**src/sv/gcm_ghash.sv**
```systemverilog
// GF(2^128) multiplier for GHASH, eight bits of the operand per cycle.
// Depends on nothing but its ports.
module gcm_ghash (
  input  logic         clk,
  input  logic         rst_n,
  input  logic         start,
  input  logic [127:0] y,
  input  logic [127:0] h,
  output logic         done,
  output logic [127:0] z
);

  logic [127:0] y_r, y_nxt, z_r, z_nxt, v_r, v_nxt;
  logic [3:0]   cnt_r, cnt_nxt;
  logic         busy_r, busy_nxt;
  logic         done_r, done_nxt;

  always_comb begin
    y_nxt    = y_r;
    z_nxt    = z_r;
    v_nxt    = v_r;
    cnt_nxt  = cnt_r;
    busy_nxt = busy_r;
    done_nxt = 1'b0;
    if (start) begin
      y_nxt    = y;
      z_nxt    = '0;
      v_nxt    = h;
      cnt_nxt  = 4'd0;
      busy_nxt = 1'b1;
    end else if (busy_r) begin
      // most significant bit first, GCM reflected order
      for (int i = 0; i < 8; i++) begin
        if (y_nxt[127]) z_nxt = z_nxt ^ v_nxt;
        v_nxt = {1'b0, v_nxt[127:1]} ^ (v_nxt[0] ? {8'he1, 120'h0} : 128'h0);
        y_nxt = {y_nxt[126:0], 1'b0};
      end
      cnt_nxt = cnt_r + 4'd1;
      if (cnt_r == 4'd15) begin
        busy_nxt = 1'b0;
        done_nxt = 1'b1;
      end
    end
  end

  always_ff @(posedge clk) begin
    if (!rst_n) begin
      busy_r <= 1'b0;
      done_r <= 1'b0;
    end else begin
      busy_r <= busy_nxt;
      done_r <= done_nxt;
    end
    y_r   <= y_nxt;
    z_r   <= z_nxt;
    v_r   <= v_nxt;
    cnt_r <= cnt_nxt;
  end

  assign done = done_r;
  assign z    = z_r;

endmodule

```
**config.mk**
```make
export PLATFORM = sky130hd
export DESIGN_NAME = gcm_ghash
export DESIGN_NICKNAME = d
export VERILOG_FILES = /design/src/sv/gcm_ghash.sv
export SDC_FILE = /design/constraint.sdc
export NUM_CORES = 1
export LEC_CHECK = 0
export ABC_AREA = 1
export BUFFER_PORTS_ARGS = -buffer_cell sky130_fd_sc_hd__buf_2
export CAP_MARGIN = 20
export CORE_ASPECT_RATIO = 2
export CORE_UTILIZATION = 65
export DETAILED_ROUTE_END_ITERATION = 10
export PLACE_DENSITY_LB_ADDON = 0.08
export SLEW_MARGIN = 20
export SYNTH_ARGS = -nofsm -noshare
export SYNTH_HDL_FRONTEND = slang
export SYNTH_SLANG_ARGS = --single-unit
```
**constraint.sdc**
```tcl
create_clock -name clk -period 10.9 [get_ports clk]
set_clock_uncertainty 0.2 [all_clocks]
set_input_delay 0.545 -clock clk [delete_from_list [all_inputs] [get_ports clk]]
set_output_delay 0.545 -clock clk [all_outputs]
set_load 0.03 [all_outputs]
```
-- Yosys cells after proc, flatten, opt, wreduce, memory -nomap -nowiden
Index checks and enable logic that the tools add are counted.
- flip-flop bits (word level): 390
- output and inout bits: 129
- word-level logic and storage cells: 66
- bits of input ports: 259
- equal/unequal tests: 1
- add/sub/neg operators: 1
- reduce and logical (&&, ||, !) cells: 2
- muxes and demuxes: 38
- bitwise logic cells: 18
- operators with widths (kind ; number):
    2-to-1 mux 128 bit ; 34
    bitwise XOR 127 x 128 -> 128 bit ; 8
    bitwise XOR 128 bit ; 8
    adder 4 x 1 -> 4 bit, second input constant ; 1
    == test 4 bit, second input constant ; 1
    2-to-1 mux 1 bit ; 4
    OR reduction 3 bit ; 1
    NOT 1 bit ; 2
    nonzero test 2 bit ; 1

-- Longest topological paths before layout
- word-level depth: 30
- mapped depth: 16
- depth with buffers taken out: 15

-- Worst setup path after synthesis
No wires, ideal clock.
- path kind: in2reg
- start: in start
- end: reg v_r[0], enable pin
- buffers on the path: 1
- setup slack: 4.351 ns
- arrival: 5.742 ns
- stages on the path: 3
- required time: 10.094 ns
- path through: nor2_1 -> clkbuf_1 -> inv_1
- word-level cells in the longest chain between the ends: 1
- ends and longest elaborated chain (what ; RTL line ; source):
    start, declared ; 6 ; input logic start,
    nonzero test 2 bit (no line) ; -- ;
    end signal, assigned ; 56 ; v_r <= v_nxt;
    end, declared ; 13 ; logic [127:0] y_r, y_nxt, z_r, z_nxt, v_r, v_nxt;
No other way between the ends.
A chain may end at the register's enable or synchronous reset.

-- Worst setup path after layout
- start: reg busy_r
- end: reg v_r[95], enable pin
- word-level cells in the longest chain between the ends: 1
- ends and longest elaborated chain (what ; RTL line ; source):
    start, declared ; 15 ; logic busy_r, busy_nxt;
    start signal, assigned ; 51 ; busy_r <= busy_nxt;
    nonzero test 2 bit (no line) ; -- ;
No other way between the ends.

==> summary.json <==
{
  "outcome": {"value": "finished clean"},
  "core": {"value": 48500, "unit": "um2"},
  "synth.largest_area_cell": {"value": "nand2_1"},
  "power_leakage": {"value": 17.5, "unit": "nW"},
  "r2r_slack": {"value": 7.40, "unit": "ns"},
  "power.total": {"value": 6.12, "unit": "mW"},
  "cell_area_synth": {"value": 32000, "unit": "um2"},
  "worst_hold_startpoint": {"value": "y[6]"},
  "finalInstanceArea": {"value": 34900, "unit": "um2"},
  "dr_total_vias": {"value": 28900},
  "largest_net_degree_at_the_start_of_global_routing": {"value": 137},
  "worst_setup_hold_path_clk_slew": {"value": 0.06, "unit": "ns"},
  "die-width": {"value": 159, "unit": "um"},
  "first_pass_grt_wire_length": {"value": 142000, "unit": "um"},
  "tightestPinTransition": {"value": 1.11, "unit": "ns"},
  "hold_violations": {"value": 0},
  "chipHeight": {"value": 316, "unit": "um"},
  "cts_tree": {"value": "built"},
  "max-clock-path-buffers": {"value": 3},
  "numClockSinks": {"value": 390},
  "int_pwr": {"value": 3.62, "unit": "mW"},
  "power_frac_clock": {"value": 24.7, "unit": "%"},
  "drt_pre_antenna_iters": {"value": 6},
  "clk_root_buffer_cell": {"value": "clkbuf_16"},
  "ir_worst_vdd": {"value": 0.138, "unit": "mV"},
  "synth-warning-count": {"value": 0},
  "timing.rr.start": {"value": "busy_r$_SDFF_PN0_"},
  "netSwitchingPower": {"value": 2.49, "unit": "mW"},
  "post-route-min-period": {"value": 3.50, "unit": "ns"},
  "cp-start-kind": {"value": "flip-flop"},
  "die_area": {"value": 50100, "unit": "um2"},
  "sequentialPowerShare": {"value": 35.2, "unit": "%"},
  "max-cap-violations": {"value": 0},
  "syn_area_per_cell": {"value": 6.96, "unit": "um2"},
  "synthArstFlopShare": {"value": 0, "unit": "%"},
  "whs_path_depth": {"value": 3},
  "destination_of_the_worst_register_to_register_timing_path": {"value": "v_r[95]$_DFFE_PP_"},
  "numPortBuffers": {"value": 387},
  "final_nets": {"value": 4983},
  "post_cts_buffers": {"value": 0},
  "finalWeightedCongestion": {"value": 0.913},
  "placementRows": {"value": 114},
  "synthFlopType": {"value": "edfxtp_1"},
  "globalRouteOverflowTotal": {"value": 0},
  "final_layout_size_suffix_gt1_share": {"value": 12.8, "unit": "%"},
  "grt.total_usage": {"value": 35.6, "unit": "%"},
  "register_area_share_after_synthesis": {"value": 32.4, "unit": "%"},
  "final_worst_setup_slack": {"value": 7.40, "unit": "ns"},
  "critical_path_arrival": {"value": 3.47, "unit": "ns"},
  "ys_top_cells_by_area": {"value": "nand2_1 28%, edfxtp_1 24%, xor2_1 15%"},
  "final_cycle_utilization_of_the_critical_path": {"value": 32.1, "unit": "%"},
  "areaGrowthSynthToFinish": {"value": 9.18, "unit": "%"},
  "drt_antenna_net_count": {"value": 0},
  "htree_num_levels": {"value": 2},
  "wl_per_cell": {"value": 16.6, "unit": "um"},
  "worst-setup-path-type": {"value": "reg -> reg"},
  "final.fill_count": {"value": 4172},
  "vias_in_the_first_global_route": {"value": 27900},
  "unique_cell_type_count_in_the_yosys_netlist": {"value": 30},
  "top_level_ports": {"value": 388},
  "detail_route.wirelength": {"value": 89800, "unit": "um"},
  "cp-end-kind": {"value": "flip-flop"},
  "fin_hold_ws": {"value": 0.0467, "unit": "ns"},
  "worst-endpoint-required": {"value": 10.87, "unit": "ns"},
  "ys_seq_elements": {"value": 390},
  "timing.max_slew.rel_slack": {"value": 26.2, "unit": "%"},
  "most_frequent_cell_after_synthesis": {"value": "nand2_1"},
  "synth_common_cells": {"value": "2,356 x nand2_1, 534 x xor2_1, 309 x inv_1"},
  "placement_setup_slack": {"value": 6.86, "unit": "ns"},
  "start_util": {"value": 65.9, "unit": "%"},
  "timing.final.max_slew_violations": {"value": 0},
  "mappedNetlistNets": {"value": 4850},
  "drt_iter0_markers": {"value": 2233},
  "final-setup-viol-count": {"value": 0},
  "synth-edff-count": {"value": 256},
  "count_of_mapped_cells_out_of_synthesis": {"value": 4590},
  "drc": {"value": 0},
  "cts-resized-gates": {"value": 0},
  "p_sw_share": {"value": 40.8, "unit": "%"},
  "finalSetupTns": {"value": 0, "unit": "ns"},
  "critPathLaunch": {"value": "busy_r$_SDFF_PN0_"},
  "hold_path.class": {"value": "in -> reg"},
  "cts.hold.buffers_added": {"value": 0},
  "detailedPlacementHpwl": {"value": 58400, "unit": "um"},
  "antenna_found_initial": {"value": 12},
  "timing.hold.worst_endpoint": {"value": "y_r[6]$_SDFFCE_PN0P_"},
  "cts-buffers-inserted": {"value": 39},
  "max_freq": {"value": 285, "unit": "MHz"},
  "synth.top_cell.area_share": {"value": 27.7, "unit": "%"},
  "vias_per_cell": {"value": 5.35},
  "cp_max_fo": {"value": 102},
  "dpl-instance-area": {"value": 33500, "unit": "um2"},
  "unrepaired_setup_endpoints_after_global_routing": {"value": "no"},
  "pwr_dens": {"value": 175, "unit": "nW/um2"},
  "ff2ff_path_depth": {"value": 4},
  "power.share.combinational": {"value": 40.1, "unit": "%"},
  "insertion_delay": {"value": 0.56, "unit": "ns"}
}
cells by family (layout without fill, tap and decap cells):
| family | Yosys count | after routing | synth area share, % |
|---|---|---|---|
| DFF | 390 | 390 | 32.4 |
| buffers and inverters | 630 | 792 | 8.22 |
| and+or+nand+nor | 2697 | 2697 | 34.3 |
| adders and majority gates | 1 | 1 | 0.0391 |
| other | 0 | 9 | 0 |
| xor gates and xnor gates | 845 | 845 | 24.6 |
| AOI/OAI and AO/OA | 27 | 27 | 0.458 |
sequential cells by signal, indices dropped and copies added (netlist names):
signal and cells:
z 128, cnt_r 4, v_r 128, busy_r 1, done 1, y_r 128
layout by cell type, fill, tap and decap left out, types with 9 or more instances in the layout:
cell type and instances:
xnor2_1 251, xor2_1 534, inv_1 307, nand2_1 2356, o21ai_0 17, diode_2 9
nand2_4 60, dfxtp_1 134, clkbuf_16 41, nand3_1 209, xor2_2 59, buf_2 386
nand3b_1 21, buf_4 24, or2_2 9, edfxtp_1 256, nor2_1 31
through the flow:
stage	util, %	cells
2_1_floorplan	-	4590
3_3_place_gp	69.0	5320
3_5_place_dp	69.0	5320
4_1_cts	71.9	5390
5_1_grt	71.9	5396
6_report	72.0	5399
area by class of cell:
cell class / count / area [um2] / area share, %
Antenna cell: 9 / 22.5 / 0.0645
Clock buffer: 47 / 1060 / 3.03
Clock inverter: 23 / 327 / 0.936
Inverter: 309 / 1170 / 3.36
Multi-Input combinational cell: 3570 / 19000 / 54.4
Sequential cell: 390 / 10400 / 29.7
Tap cell: 638 / 798 / 2.29
Timing Repair Buffer: 413 / 2170 / 6.21
routing by layer:
layer	global-route usage, %	vias up	wire (um)
li1	-	14000	-
met1	38.1	13300	32500
met2	64.2	1233	45300
met3	5.89	335	6350
met4	24.2	8	5610
met5	0	-	54
worst max-delay path, cell delays in order, from the launching register on:
cell     delay (ns)
dfxtp_1        0.44
nor2_4         0.09
inv_8          0.48
buf_4          0.89
buf_4          0.87
worst max path at each step:
stage                                end  slack [ns]
global route           y_r[33]$_DFFE_PP_        7.16
floorplan               v_r[0]$_DFFE_PP_        4.35
global placement       y_r[10]$_DFFE_PP_        6.88
CTS                    y_r[33]$_DFFE_PP_        7.32
finish                 v_r[95]$_DFFE_PP_        7.40
detailed placement  y_r[2]$_SDFFCE_PN0P_        6.86
power by group through the flow:
stage                     combinational [mW]  clock, mW  sequential, mW
final                                   2.45       1.51            2.15
after global routing                    2.77       1.57            2.17
after CTS                               2.45       1.53            2.14
after detailed placement                2.44          0            2.17
after global placement                  2.37          0            2.17
after floorplan                         1.91          0            2.17
Power figures use the tool's default switching activity.
