File: config.mk
export PLATFORM = sky130hd
export DESIGN_NAME = gcm_keyexp
export DESIGN_NICKNAME = d
export VERILOG_FILES = /design/src/sv/gcm_pkg.sv /design/src/sv/gcm_keyexp.sv
export SDC_FILE = /design/constraint.sdc
export NUM_CORES = 2
export LEC_CHECK = 0
export ABC_AREA = 0
export BUFFER_PORTS_ARGS = -buffer_cell sky130_fd_sc_hd__clkbuf_2
export CAP_MARGIN = 20
export CELL_PAD_IN_SITES_DETAIL_PLACEMENT = 0
export CELL_PAD_IN_SITES_GLOBAL_PLACEMENT = 2
export CORE_AREA = 2 2 457 550
export DETAILED_ROUTE_END_ITERATION = 10
export DIE_AREA = 0 0 459 552
export PLACE_DENSITY = 0.73
export SLEW_MARGIN = 0
export SYNTH_ARGS = -nofsm -noshare
export SYNTH_HDL_FRONTEND = slang
export SYNTH_SLANG_ARGS = --single-unit
File: constraint.sdc
create_clock -name clk -period 18.2 [get_ports clk]
set_input_delay 1.82 -clock clk [delete_from_list [all_inputs] [get_ports clk]]
set_output_delay 1.82 -clock clk [all_outputs]
set_load 0.01 [all_outputs]
File: src/sv/gcm_pkg.sv
// Shared constants, types and AES/GCM helper functions for the GCM encryption engine.
// Used by gcm_keyexp, gcm_aes_core and aes_gcm_encrypt.
package gcm_pkg;

  localparam int unsigned CfgIdxW  = 3;
  localparam int unsigned NumRk    = 15;
  localparam logic [3:0]  LastRnd  = 4'd14;
  localparam logic [4:0]  LastKeyEntry = 5'd29;

  localparam logic [CfgIdxW-1:0] REG_KEY0   = 3'd0;
  localparam logic [CfgIdxW-1:0] REG_KEY1   = 3'd1;
  localparam logic [CfgIdxW-1:0] REG_KEY2   = 3'd2;
  localparam logic [CfgIdxW-1:0] REG_KEY3   = 3'd3;
  localparam logic [CfgIdxW-1:0] REG_IV_HI  = 3'd4;
  localparam logic [CfgIdxW-1:0] REG_IV_LO  = 3'd5;

  localparam logic [4:0]  FullBytes = 5'd16;
  localparam logic [31:0] CtrFirst  = 32'd2;
  localparam logic [31:0] CtrJ0     = 32'd1;

  typedef enum logic [9:0] {
    S_IDLE   = 10'b0000000001,
    S_KEXP   = 10'b0000000010,
    S_HGEN   = 10'b0000000100,
    S_MGEN   = 10'b0000001000,
    S_DISP   = 10'b0000010000,
    S_CTR    = 10'b0000100000,
    S_CTOUT  = 10'b0001000000,
    S_GH     = 10'b0010000000,
    S_GHLEN  = 10'b0100000000,
    S_TAGOUT = 10'b1000000000
  } state_t;

  localparam logic [7:0] SBOX [256] = '{
    8'h63,8'h7c,8'h77,8'h7b,8'hf2,8'h6b,8'h6f,8'hc5,8'h30,8'h01,8'h67,8'h2b,8'hfe,8'hd7,8'hab,8'h76,
    8'hca,8'h82,8'hc9,8'h7d,8'hfa,8'h59,8'h47,8'hf0,8'had,8'hd4,8'ha2,8'haf,8'h9c,8'ha4,8'h72,8'hc0,
    8'hb7,8'hfd,8'h93,8'h26,8'h36,8'h3f,8'hf7,8'hcc,8'h34,8'ha5,8'he5,8'hf1,8'h71,8'hd8,8'h31,8'h15,
    8'h04,8'hc7,8'h23,8'hc3,8'h18,8'h96,8'h05,8'h9a,8'h07,8'h12,8'h80,8'he2,8'heb,8'h27,8'hb2,8'h75,
    8'h09,8'h83,8'h2c,8'h1a,8'h1b,8'h6e,8'h5a,8'ha0,8'h52,8'h3b,8'hd6,8'hb3,8'h29,8'he3,8'h2f,8'h84,
    8'h53,8'hd1,8'h00,8'hed,8'h20,8'hfc,8'hb1,8'h5b,8'h6a,8'hcb,8'hbe,8'h39,8'h4a,8'h4c,8'h58,8'hcf,
    8'hd0,8'hef,8'haa,8'hfb,8'h43,8'h4d,8'h33,8'h85,8'h45,8'hf9,8'h02,8'h7f,8'h50,8'h3c,8'h9f,8'ha8,
    8'h51,8'ha3,8'h40,8'h8f,8'h92,8'h9d,8'h38,8'hf5,8'hbc,8'hb6,8'hda,8'h21,8'h10,8'hff,8'hf3,8'hd2,
    8'hcd,8'h0c,8'h13,8'hec,8'h5f,8'h97,8'h44,8'h17,8'hc4,8'ha7,8'h7e,8'h3d,8'h64,8'h5d,8'h19,8'h73,
    8'h60,8'h81,8'h4f,8'hdc,8'h22,8'h2a,8'h90,8'h88,8'h46,8'hee,8'hb8,8'h14,8'hde,8'h5e,8'h0b,8'hdb,
    8'he0,8'h32,8'h3a,8'h0a,8'h49,8'h06,8'h24,8'h5c,8'hc2,8'hd3,8'hac,8'h62,8'h91,8'h95,8'he4,8'h79,
    8'he7,8'hc8,8'h37,8'h6d,8'h8d,8'hd5,8'h4e,8'ha9,8'h6c,8'h56,8'hf4,8'hea,8'h65,8'h7a,8'hae,8'h08,
    8'hba,8'h78,8'h25,8'h2e,8'h1c,8'ha6,8'hb4,8'hc6,8'he8,8'hdd,8'h74,8'h1f,8'h4b,8'hbd,8'h8b,8'h8a,
    8'h70,8'h3e,8'hb5,8'h66,8'h48,8'h03,8'hf6,8'h0e,8'h61,8'h35,8'h57,8'hb9,8'h86,8'hc1,8'h1d,8'h9e,
    8'he1,8'hf8,8'h98,8'h11,8'h69,8'hd9,8'h8e,8'h94,8'h9b,8'h1e,8'h87,8'he9,8'hce,8'h55,8'h28,8'hdf,
    8'h8c,8'ha1,8'h89,8'h0d,8'hbf,8'he6,8'h42,8'h68,8'h41,8'h99,8'h2d,8'h0f,8'hb0,8'h54,8'hbb,8'h16
  };

  function automatic logic [7:0] xtime(input logic [7:0] b);
    return {b[6:0], 1'b0} ^ (b[7] ? 8'h1b : 8'h00);
  endfunction

  function automatic logic [31:0] sub_word(input logic [31:0] w);
    return {SBOX[w[31:24]], SBOX[w[23:16]], SBOX[w[15:8]], SBOX[w[7:0]]};
  endfunction

  // SubBytes, ShiftRows and, unless last, MixColumns; AddRoundKey is done by the caller
  function automatic logic [127:0] aes_round(input logic [127:0] s, input logic last);
    logic [7:0]   a [16];
    logic [7:0]   t [16];
    logic [7:0]   m [16];
    logic [7:0]   all;
    logic [127:0] r;
    for (int i = 0; i < 16; i++) a[i] = SBOX[s[127-8*i -: 8]];
    for (int c = 0; c < 4; c++) begin
      for (int i = 0; i < 4; i++) t[i+4*c] = a[i+4*((c+i)&3)];
    end
    for (int c = 0; c < 4; c++) begin
      all = t[4*c] ^ t[4*c+1] ^ t[4*c+2] ^ t[4*c+3];
      m[4*c]   = t[4*c]   ^ all ^ xtime(t[4*c]   ^ t[4*c+1]);
      m[4*c+1] = t[4*c+1] ^ all ^ xtime(t[4*c+1] ^ t[4*c+2]);
      m[4*c+2] = t[4*c+2] ^ all ^ xtime(t[4*c+2] ^ t[4*c+3]);
      m[4*c+3] = t[4*c+3] ^ all ^ xtime(t[4*c+3] ^ t[4*c]);
    end
    for (int i = 0; i < 16; i++) r[127-8*i -: 8] = last ? t[i] : m[i];
    return r;
  endfunction

  // keep the leading n bytes of a block, n already clamped to 0..16
  function automatic logic [127:0] lead_mask(input logic [4:0] n);
    logic [127:0] r;
    for (int i = 0; i < 16; i++) r[127-8*i -: 8] = (5'(i) < n) ? 8'hff : 8'h00;
    return r;
  endfunction

endpackage

File: src/sv/gcm_keyexp.sv
// AES-256 key expansion, one 64-bit round-key half per cycle, and round-key store.
// Depends on gcm_pkg.
module gcm_keyexp (
  input  logic         clk,
  input  logic         rst_n,
  input  logic         start,
  input  logic [255:0] key,
  output logic         done,
  input  logic [3:0]   rd_idx,
  output logic [127:0] rd_key
);

  logic [63:0] rk_hi [gcm_pkg::NumRk];
  logic [63:0] rk_lo [gcm_pkg::NumRk];
  logic [63:0] win_r [4];
  logic [63:0] win_nxt [4];
  logic [4:0]  k_r, k_nxt;
  logic        busy_r, busy_nxt;
  logic        done_r, done_nxt;
  logic [31:0] t;
  logic [31:0] new_hi, new_lo;
  logic [63:0] entry;
  logic [2:0]  rc_idx;
  logic [7:0]  rcon;

  always_comb begin
    rc_idx = k_r[4:2];
    rcon   = 8'h01 << (rc_idx - 3'd1);
    unique case (k_r[1:0])
      2'd0:    t = gcm_pkg::sub_word({win_r[3][23:0], win_r[3][31:24]}) ^ {rcon, 24'h0};
      2'd2:    t = gcm_pkg::sub_word(win_r[3][31:0]);
      default: t = win_r[3][31:0];
    endcase
    new_hi = win_r[0][63:32] ^ t;
    new_lo = win_r[0][31:0] ^ new_hi;
    if (k_r < 5'd4) begin
      unique case (k_r[1:0])
        2'd0:    entry = key[255:192];
        2'd1:    entry = key[191:128];
        2'd2:    entry = key[127:64];
        default: entry = key[63:0];
      endcase
    end else begin
      entry = {new_hi, new_lo};
    end
    win_nxt[0] = win_r[1];
    win_nxt[1] = win_r[2];
    win_nxt[2] = win_r[3];
    win_nxt[3] = entry;
    k_nxt    = k_r;
    busy_nxt = busy_r;
    done_nxt = 1'b0;
    if (start) begin
      k_nxt    = 5'd0;
      busy_nxt = 1'b1;
    end else if (busy_r) begin
      k_nxt = k_r + 5'd1;
      if (k_r == gcm_pkg::LastKeyEntry) begin
        busy_nxt = 1'b0;
        done_nxt = 1'b1;
      end
    end
  end

  always_ff @(posedge clk) begin
    if (!rst_n) begin
      busy_r <= 1'b0;
      done_r <= 1'b0;
    end else begin
      busy_r <= busy_nxt;
      done_r <= done_nxt;
    end
    k_r <= k_nxt;
    if (busy_r) begin
      for (int i = 0; i < 4; i++) win_r[i] <= win_nxt[i];
      if (k_r[0]) rk_lo[k_r[4:1]] <= entry;
      else        rk_hi[k_r[4:1]] <= entry;
    end
  end

  assign done   = done_r;
  assign rd_key = {rk_hi[rd_idx], rk_lo[rd_idx]};

endmodule

## Word level (Yosys, flattened, before mapping)

Memories as Yosys holds them, arrays and structs flattened.
Index checks and enable logic that the tools add are counted.

| operators by class | value |
|---|---|
| reduce and logical (&&, ||, !) cells | 2 |
| bitwise gates (word level) | 9 |
| equal/unequal tests | 3 |
| shifts and indexed selects | 1 |
| add/sub/neg operators | 2 |
| multiplexer cells | 23 |
| $lt $le $gt $ge | 5 |

Operators by type and width:

| operator | count |
|---|---|
| $pmux 64 s3 | 1 |
| $xor 32x32->32 | 3 |
| $mux 64 | 1 |
| $mux 8 | 8 |
| $pmux 32 s2 | 1 |
| $ge 9x9->1 const B | 4 |
| $not 8->9 | 4 |
| $mux 1 | 12 |
| $shl 1x3->8 const A | 1 |
| $add 5x1->5 const B | 1 |
| $eq 5x5->1 const B | 1 |
| $lt 5x3->1 const B | 1 |
| $reduce_or 3->1 | 1 |
| $sub 3x1->3 const B | 1 |
| $eq 2x1->1 const B | 1 |
| $eq 2x2->1 const B | 1 |
| $logic_not 2->1 | 1 |
| $not 1->1 | 2 |

| word-level totals | value |
|---|---|
| input bits | 263 |
| memories | 7 |
| register bits after elaboration | 7 |
| bits in writable memories | 2176 |
| memory bits (read-only) | 8192 |

Memories:

| name | depth | bits a word | read ports | clocked after Yosys merged registers in | write ports | RTL line | source |
|---|---|---|---|---|---|---|---|
| (no name shown) | 256 | 8 | 1 | 0 | 0 | gcm_pkg.sv:58 | `return {SBOX[w[31:24]], SBOX[w[23:16]], SBOX[w[15:8]], SBOX[w[7:0]]};` |
| (no name shown) | 256 | 8 | 1 | 0 | 0 | gcm_pkg.sv:58 |  |
| (no name shown) | 256 | 8 | 1 | 0 | 0 | gcm_pkg.sv:58 |  |
| (no name shown) | 256 | 8 | 1 | 0 | 0 | gcm_pkg.sv:58 |  |
| rk_hi | 15 | 64 | 1 | 0 | 1 | gcm_keyexp.sv:13 | `logic [63:0] rk_hi [gcm_pkg::NumRk];` |
| rk_lo | 15 | 64 | 1 | 0 | 1 | gcm_keyexp.sv:14 | `logic [63:0] rk_lo [gcm_pkg::NumRk];` |
| +1 memories | n/a | n/a | n/a | n/a | n/a | n/a |  |

## Longest topological paths before layout

| logic depth | value |
|---|---|
| depth after elaboration | 9 |
| gate-level depth with buffers | 14 |

## Least setup slack after synthesis

Ideal clock, no wire load.

| timing path | value |
|---|---|
| path kind | reg-to-reg |
| start | register busy_r |
| end | memory rk_hi[0][0] (enable) |
| clock period less this slack | 9890 ps |
| data arrival time | 9403 ps |
| cell stages (with the launch flop) | 4 |
| data required time | 17713 ps |
| path buffers | 1 |
| slack | 8310 ps |
| cell sequence | dfxtp_1 > clkbuf_1 > nand3_1 > nor2_1 |

| on the way | value |
|---|---|
| cells in the longest elaborated chain, start to end | 2 |

Ends and longest elaborated chain:

| item | RTL line | source |
|---|---|---|
| start, declared | gcm_keyexp.sv:18 | `logic busy_r, busy_nxt;` |
| start signal, assigned | gcm_keyexp.sv:70 | `busy_r <= busy_nxt;` |
| $mux 1 | gcm_keyexp.sv:74 | `if (busy_r) begin` |
| $mux 1 (implied by the code) | gcm_keyexp.sv:77 | `else rk_hi[k_r[4:1]] <= entry;` |
| end, declared | gcm_keyexp.sv:13 |  |

No other way between the ends.

## Worst setup path after layout

| timing path | value |
|---|---|
| start | input port rd_idx[0] |
| end | output port rd_key[68] |

| on the way | value |
|---|---|
| cells in the longest elaborated chain, start to end | 1 |

Ends and longest elaborated chain:

| item | RTL line | source |
|---|---|---|
| start, declared | gcm_keyexp.sv:9 | `input logic [3:0] rd_idx,` |
| $mem_v2 15x64 | n/a |  |
| end, declared | gcm_keyexp.sv:10 | `output logic [127:0] rd_key` |

No other way between the ends.

==> flow_metrics.env <==
export IMPL_status="complete, no violations"
export IMPL_hp_class="reg -> reg"
export IMPL_fin_area_mm2=0.112
export IMPL_setup_viol=0
export IMPL_grt_pass1_wl_um=458000
export IMPL_drv_slew=0
export IMPL_num_io_pins=392
export IMPL_clk_latency_ns=0.89
export IMPL_finalHoldViolCount=0
export IMPL_critPathMaxFanout=79
export IMPL_synth_fa_ha_area_share_pct=0.809
export IMPL_period_minus_slack_ns=7.56
export IMPL_tightest_slew_ns=1.17
export IMPL_dp_hpwl_um=196000
export IMPL_final_core_util_pct=45.1
export IMPL_gp_congestion=0.969
export IMPL_die_h_um=552
export IMPL_yosysWarnings=0
export IMPL_ys_seq_area_share_pct=66.2
export IMPL_dp_slack_ns=10.52
export IMPL_clock_skew_ns=0.0862
export IMPL_cts_root_buf="clkbuf_16"
export IMPL_die_area_mm2=0.253
export IMPL_cp_arrival_ns=5.74
export IMPL_synth_top_family_by_area="multiplexers"
export IMPL_synth_mux_area_share_pct=14.3
export IMPL_fmaxAchievable_ghz=0.132
export IMPL_fin_crit_sh_pct=41.5
export IMPL_powerDensity_mw_per_mm2=109
export IMPL_cts_buffers=214
export IMPL_fin_tns_setup_ns=0
export IMPL_drcViolationCount=0
export IMPL_synthArstFlopShare_pct=0
export IMPL_synthFlopType="edfxtp_1"
export IMPL_finalNonFillerCells=9860
export IMPL_fillCellCount=21507
export IMPL_path_class="in -> out"
export IMPL_critPathLaunchType="primary input"
export IMPL_first_pass_iters=6
export IMPL_grtUsageTotal_pct=25.1
export IMPL_clk_pin_slew_ns=0.07
export IMPL_first_global_vias=60886
export IMPL_syn_area_mm2=0.0989
export IMPL_core_mm2=0.248
export IMPL_grt_max_degree=183
export IMPL_grt_overflow=0
export IMPL_initial_core_util_pct=39.8
export IMPL_grt_setup_unrepaired="no"
export IMPL_antenna_found_initial=21
export IMPL_clockBufferDepth=4
export IMPL_crit_path_end_kind="output pin"
export IMPL_nets=6762
export IMPL_synth_compound_area_share_pct=9.13
export IMPL_hold_buffers=0
export IMPL_ys_seq_elements=2183
export IMPL_cts_sinks=2183
export IMPL_cap_violations=0
export IMPL_peakVddDrop_v=0.0000885
export IMPL_drive_above_1_share_pct=24.7
export IMPL_syn_inst=6131
export IMPL_syn_avg_cell_area_um2=16.1
export IMPL_max_slew_margin_pct=22.1
export IMPL_io_buffers=391
export IMPL_post_cts_resized=0
export IMPL_route_detailed_vias_per_inst=6.29
export IMPL_placementRows=201
export IMPL_cts_setup_buffers=0
export IMPL_htree_levels=4
export IMPL_fin_ws_ns=10.64
export IMPL_dpl_cell_area_mm2=0.105
export IMPL_p_leak_nw=36.6
export IMPL_wl_per_cell_um=33.0
export IMPL_area_growth_pct=13.2
export IMPL_totalWireLength_um=325000
export IMPL_synth_edf_count=2176
export IMPL_cts_tree="done"
export IMPL_die_w_um=459
export IMPL_ys_types=104
export IMPL_worst_ep_required_time_ns=16.38
export IMPL_yosys_area_share_simple_pct=6.51
export IMPL_dp_cells=9461
export IMPL_syn_nets=6458
export IMPL_drt_initial_drc_count=7608
export IMPL_ant_nets=0
export IMPL_num_vias=62040
export IMPL_synth_xor_area_share_pct=0.510
[per-stage QoR]
stage	total power, W	hold slack [ns]
6_report	0.0122	0.398
5_1_grt	0.0125	0.410
4_1_cts	0.0122	0.392
3_5_place_dp	0.00783	0.405
3_3_place_gp	0.00782	0.400
2_1_floorplan	0.00705	0.400
[cells in the final DEF, fill, tap and decap left out, types with 109 or more instances in the layout]
| master | instances |
|---|---|
| o21ai_0 | 274 |
| clkbuf_2 | 387 |
| nor2b_1 | 109 |
| a21oi_1 | 181 |
| clkbuf_16 | 215 |
| nand2_1 | 359 |
| nor2_1 | 177 |
| edfxtp_1 | 2176 |
| mux4_2 | 549 |
| buf_4 | 194 |
| nand2b_1 | 135 |
| mux2i_1 | 159 |
[sequential cells by signal (all words and copies together) (netlist names)]
name	count
k_r	5
busy_r	1
win_r	256
rk_hi	960
rk_lo	960
done	1
[power breakdown]
| part | internal (W) | leakage [nW] | switching, W | total, W |
|---|---|---|---|---|
| clock network | 0.00253 | 3.39 | 0.00188 | 0.00440 |
| registers | 0.00582 | 19.8 | 0.0000302 | 0.00585 |
| logic | 0.000589 | 13.4 | 0.00133 | 0.00192 |
[synth_stat cells, types with 108 or more instances]
library cell,n,share of area (%)
a21oi_1,192,0.97
buf_2,128,0.65
clkbuf_1,259,0.98
edfxtp_1,2176,66
mux2i_1,159,1.6
mux4_2,549,12
nand2_1,359,1.4
nand2b_1,135,0.85
nor2_1,208,0.79
nor2b_1,109,0.69
nor3_1,108,0.55
o21ai_0,277,1.4
[metal layers]
metal	track usage, %	vias up	wire, um
met5	0	-	43
met4	10.4	6	14800
met3	3.87	615	24500
met2	40.4	3100	156000
met1	33.9	32604	130000
li1	-	25715	-
[cells by family (layout without fill, tap and decap cells)]
| kind of cell | Yosys count | count (layout) |
|---|---|---|
| DFF | 2183 | 2183 |
| other | 0 | 12 |
| buffers and inverters | 569 | 1038 |
| and+or+nand+nor | 1276 | 1276 |
| AOI/OAI and AO/OA | 1255 | 1255 |
| muxes | 728 | 728 |
| xor gates and xnor gates | 56 | 56 |
| adders and majority gates | 64 | 64 |
[area by class of cell]
cell class              count  area [um^2]  share of cell area [%]
inverters                  57          216                   0.193
multi-input cells        3379        31500                    28.2
diodes                     12         30.0                  0.0268
clock buffers             242         5480                    4.89
repair buffers            600         3760                    3.36
well taps                3248         4060                    3.63
flip-flops and latches   2183        65500                    58.5
clock inverters           139         1430                    1.27
[worst paths after layout]
path / start / to / slack (ns) / cells after the start
setup / recovery: rd_idx[0] / rd_key[68] / 10.64 / 6
hold / removal: win_r[2][22]$_DFFE_PP_ / win_r[1][22]$_DFFE_PP_ / 0.40 / 0
setup reg to reg: win_r[3][9]$_DFFE_PP_ / rk_lo[3][44]$_DFFE_PP_ / 12.45 / 11
hold reg to reg: win_r[2][22]$_DFFE_PP_ / win_r[1][22]$_DFFE_PP_ / 0.40 / 0
[worst max-delay path, stage by stage]
cell	delay (ns)
buf_8	0.63
buf_4	0.77
buf_4	0.90
mux4_2	0.62
mux4_2	0.59
clkbuf_2	0.18
Note: power is estimated with default switching activity, not from simulation.
